### src/tangent_plane_basis_from_angles_defines.svh
// ----------------------------------------------------------------------------
// Assertion macros for the tangent plane basis block
// Shared concurrent check forms, clocked and disabled in reset.
// ----------------------------------------------------------------------------
`ifndef TANGENT_PLANE_BASIS_FROM_ANGLES_DEFINES_SVH
`define TANGENT_PLANE_BASIS_FROM_ANGLES_DEFINES_SVH

// a must hold in the same cycle whenever cond holds
`define TPB_ASSERT_IMPLIES(label, clk, rst, cond, a) \
   label: assert property (@(posedge clk) disable iff (rst) (cond) |-> (a)) \
      else $error("tpb check failed");

// a must hold in every cycle out of reset
`define TPB_ASSERT_ALWAYS(label, clk, rst, a) \
   label: assert property (@(posedge clk) disable iff (rst) (a)) \
      else $error("tpb check failed");

`endif

### src/tpb_isqrt_pipe.sv
// ----------------------------------------------------------------------------
// tpb_isqrt_pipe
// Pipelined floor square root, one root bit per stage, with side payload.
// ----------------------------------------------------------------------------
module tpb_isqrt_pipe #(
   parameter int RW = 32,
   parameter int PW = 1
) (
   input  logic            clock,
   input  logic            reset,
   input  logic            en,
   input  logic            in_valid,
   input  logic [2*RW-1:0] in_n,
   input  logic [PW-1:0]   in_pay,
   output logic            out_valid,
   output logic [RW-1:0]   out_root,
   output logic [PW-1:0]   out_pay
);

   localparam int AW = RW + 3;

   logic            valid_ff [RW];
   logic [AW-1:0]   rem_ff   [RW];
   logic [RW-1:0]   root_ff  [RW];
   logic [2*RW-1:0] n_ff     [RW];
   logic [PW-1:0]   pay_ff   [RW];

   for (genvar k = 0; k < RW; k++) begin : g_stage
      logic            valid_src;
      logic [AW-1:0]   rem_src;
      logic [RW-1:0]   root_src;
      logic [2*RW-1:0] n_src;
      logic [PW-1:0]   pay_src;
      logic [AW-1:0]   cur;
      logic [AW-1:0]   trial;
      logic [AW-1:0]   rem_in;
      logic [RW-1:0]   root_in;

      if (k == 0) begin : g_first
         assign valid_src = in_valid;
         assign rem_src   = '0;
         assign root_src  = '0;
         assign n_src     = in_n;
         assign pay_src   = in_pay;
      end else begin : g_next
         assign valid_src = valid_ff[k-1];
         assign rem_src   = rem_ff[k-1];
         assign root_src  = root_ff[k-1];
         assign n_src     = n_ff[k-1];
         assign pay_src   = pay_ff[k-1];
      end

      always_comb begin
         cur   = {rem_src[AW-3:0], n_src[2*RW-1 -: 2]};
         trial = AW'({root_src, 2'b01});
         if (cur >= trial) begin
            rem_in  = cur - trial;
            root_in = {root_src[RW-2:0], 1'b1};
         end else begin
            rem_in  = cur;
            root_in = {root_src[RW-2:0], 1'b0};
         end
      end

      always_ff @(posedge clock) begin
         if (reset) begin
            valid_ff[k] <= 1'b0;
         end else if (en) begin
            valid_ff[k] <= valid_src;
         end
      end

      always_ff @(posedge clock) begin
         if (en) begin
            rem_ff[k]  <= rem_in;
            root_ff[k] <= root_in;
            n_ff[k]    <= {n_src[2*RW-3:0], 2'b00};
            pay_ff[k]  <= pay_src;
         end
      end
   end

   assign out_valid = valid_ff[RW-1];
   assign out_root  = root_ff[RW-1];
   assign out_pay   = pay_ff[RW-1];

endmodule

### config.mk
export PLATFORM = sky130hd
export DESIGN_NAME = tpb_isqrt_pipe
export DESIGN_NICKNAME = d
export VERILOG_FILES = /design/src/tangent_plane_basis_from_angles_defines.svh /design/src/tpb_isqrt_pipe.sv
export SDC_FILE = /design/constraint.sdc
export NUM_CORES = 2
export LEC_CHECK = 0
export BUFFER_PORTS_ARGS = -buffer_cell sky130_fd_sc_hd__buf_2
export CAP_MARGIN = 20
export CORE_AREA = 2 2 530 532
export DETAILED_ROUTE_END_ITERATION = 16
export DIE_AREA = 0 0 532 534
export PLACE_DENSITY = 0.57
export SLEW_MARGIN = 20
export SYNTH_ARGS = -nofsm -noshare
export SYNTH_HDL_FRONTEND = slang
export SYNTH_MEMORY_MAX_BITS = 65536
export SYNTH_SLANG_ARGS = --single-unit
### constraint.sdc
create_clock -name clock -period 6.8 [get_ports clock]
set_clock_uncertainty 0.15 [all_clocks]
set_input_delay 1.36 -clock clock [delete_from_list [all_inputs] [get_ports clock]]
set_output_delay 1.36 -clock clock [all_outputs]
set_load 0.02 [all_outputs]
==> reports/qor.csv <==
metric,value,unit
outcome,completed,
finalSetupTns,0,ns
core,278400,µm²
cts_resized,0,
setup_viol,0,
dp_hpwl,181100,µm
rsz0062_at_grt,no,
worstPathRequired,7.25,ns
slowest_delay,1.09,ns
numClockSinks,2558,
maxSlewHeadroom,23.82,%
synth_compound_area_share,9.957,%
drtAntennaViolNets,0,
die_w,532,µm
path_depth,10,
clock_path_buffers,4,
cp_common_cell,o21ai_0,
synth_cell_types,96,
rrSetupSlack,2.06,ns
nNetsFinal,10160,
num_vias,71820,
cap_violations,0,
ys_ff_latch,2558,
synthAdderAreaFrac,5.883,%
hold_viol_final,0,
drtPass1Iterations,6,
num_rows,194,
syn_avg_cell_area,12.90,µm²
synth_warnings,0,
nFillCells,24420,
critPathSlowestCell,a2111oi_1,
yosysTopAreaCellShare,64.38,%
grt_start_max_net_pins,178,
viasPerCell,5.331,
area_growth,12.15,%
ff_latch_area,76810,µm²
drt_wl_total,253700,µm
track_usage,17.50,%
io_pins,103,
worstSetupEndpointType,flop,
ctsHoldBuffers,0,
synth_mux_area_share,1.027,%
cpLargestDelayFamily,compound AO/OA/AOI/OAI gates,
die_h,534,µm
gp_congestion,0.8768,
h-tree-depth,5,
holdPathStages,0,
final_cell_mix,"edfxtp_1 (2558), inv_1 (736), nand2_1 (613)",
yosysTopAreaCell,edfxtp_1,
syn-instance-count,9248,
die-area,284100,µm²
whs,0.2450,ns
total_power,45620,µW
clkTransAtPathRegs,0.06,ns
cts_buffers,289,
grt_pass1_vias,71390,
synth_top_family_by_area,simple AND/OR/NAND/NOR gates,
multi_input_area,39130,µm²
yosys.area_share.xor_xnor,5.638,%
worstMarginPinSlew,1.140,ns
drc,0,
crit_path_start_kind,flop,
fmax,0.2111,GHz
seq_area_frac_synth,64.38,%
antenna_found_initial,3,
cts-root-buf,clkbuf_16,
fin_util,48.06,%
start_util,42.85,%
synth_nets,9878,
p_per_area,340.9,nW/µm²
cts_tree,yes,
ir_drop,0.0002159,V
min_path_type,flop to flop,
grt_pass1_wl,399800,µm
yosys.area_share.simple,10.16,%
crit_arrival,5.19,ns
fin_crit_sh,69.67,%
clk_latency,0.88,ns
grt_overflow_total,0,
netlist_area,119300,µm²
synthTopCellsByArea,"edfxtp_1 (64%), ha_1 (5.9%), xor2_1 (2.9%)",
path_class,flop to flop,
critPathBufInv,1,
synth_edf_count,2558,
io_buffers,102,
wl_per_cell,18.83,µm
async_flop_share,0,%
layout_commonest_cell,edfxtp_1,
fin_crit,4.738,ns
drive_above_1_share,7.861,%
slew_viol_final,0,
post_cts_buffers,0,
cp_max_fo,31,
ys.flop_type,edfxtp_1,
total_leakage_power,0.05068,µW
drt_iter0_drc,5232,
crit_chain,ha_1 -> o21a_1 -> o21ai_0 -> a21oi_1 -> o2111ai_1 -> a2111oi_1 -> o21ai_0 -> nand3_2 -> buf_12 -> mux2_2,
ff2ff_path_depth,10,
[per-stage QoR]
step	instance area [µm²]	instances	worst slack, ns
6_report	133800	13470	2.062
3_3_place_gp	124600	12960	1.792
4_1_cts	133800	13470	2.120
3_5_place_dp	124600	12960	2.174
2_1_floorplan	119300	9248	3.080
5_1_grt	133800	13470	1.858
[cell type report]
| cell class | instances | share of cell area, % |
|---|---|---|
| diodes | 4 | 0.007481 |
| clock buffers | 343 | 5.604 |
| clock inverters | 167 | 1.228 |
| inverters | 743 | 2.086 |
| multi-input cells | 5757 | 29.25 |
| flip-flops and latches | 2558 | 57.41 |
| well taps | 3724 | 3.482 |
| repair buffers | 176 | 0.9388 |
[cell families (layout without fill, tap and decap cells)]
kind of cell    Yosys count  after routing
buf+inv                 933           1429
fa+ha+maj               561            561
xor+xnor                768            768
compound gates         1890           1890
other cells               1              5
mux                     111            111
flops                  2558           2558
simple gates           2426           2426
[cells in the mapped netlist (all sizes together), types with 12 or more instances]
cell type / n
edfxtp: 2558
inv: 741
nand2: 613
ha: 561
nor2: 549
a21oi: 548
o21ai: 480
xor2: 390
xnor2: 378
a21o: 241
nor3: 229
clkbuf: 177
nand3: 171
nor4: 129
or3: 120
o21a: 112
nand4: 109
nand2b: 92
mux2: 91
o31ai: 83
nor2b: 81
and2: 73
o21bai: 70
or4: 66
a211oi: 55
and3: 51
a31oi: 42
or2: 42
o211ai: 41
a21boi: 33
nand3b: 27
mux2i: 20
nand4b: 18
a2111oi: 16
nor4b: 16
nor3b: 15
buf: 13
o2111ai: 13
o31a: 13
a211o: 12
a31o: 12
and4: 12
[routing by layer]
layer  global-route usage [%]  part of all wire, %  wire length, µm
met4                    6.240                  3.2             8201
met1                    22.39                   43           108900
met3                    1.940                  3.7             9317
met2                    30.69                   50           127200
met5                        0               0.0051               13
[where the power goes]
group	internal, µW	switching, µW	total (µW)
Clock	8740	6300	15000
Sequential	19900	1330	21200
Combinational	3860	5470	9330
[sequential cells by signal (all words and copies together) (netlist names)]
register,cells
valid_ff,32
n_ff,992
root_ff,528
pay_ff,32
rem_ff,974
[final timing paths]
path,from,to
worst max register to register,rem_ff[1][315],rem_ff[1][355]
worst max-delay path,rem_ff[1][315],rem_ff[1][355]
worst min register to register,n_ff[0][551],n_ff[0][615]
worst min-delay path,n_ff[0][551],n_ff[0][615]
Power figures use the tool's default switching activity.
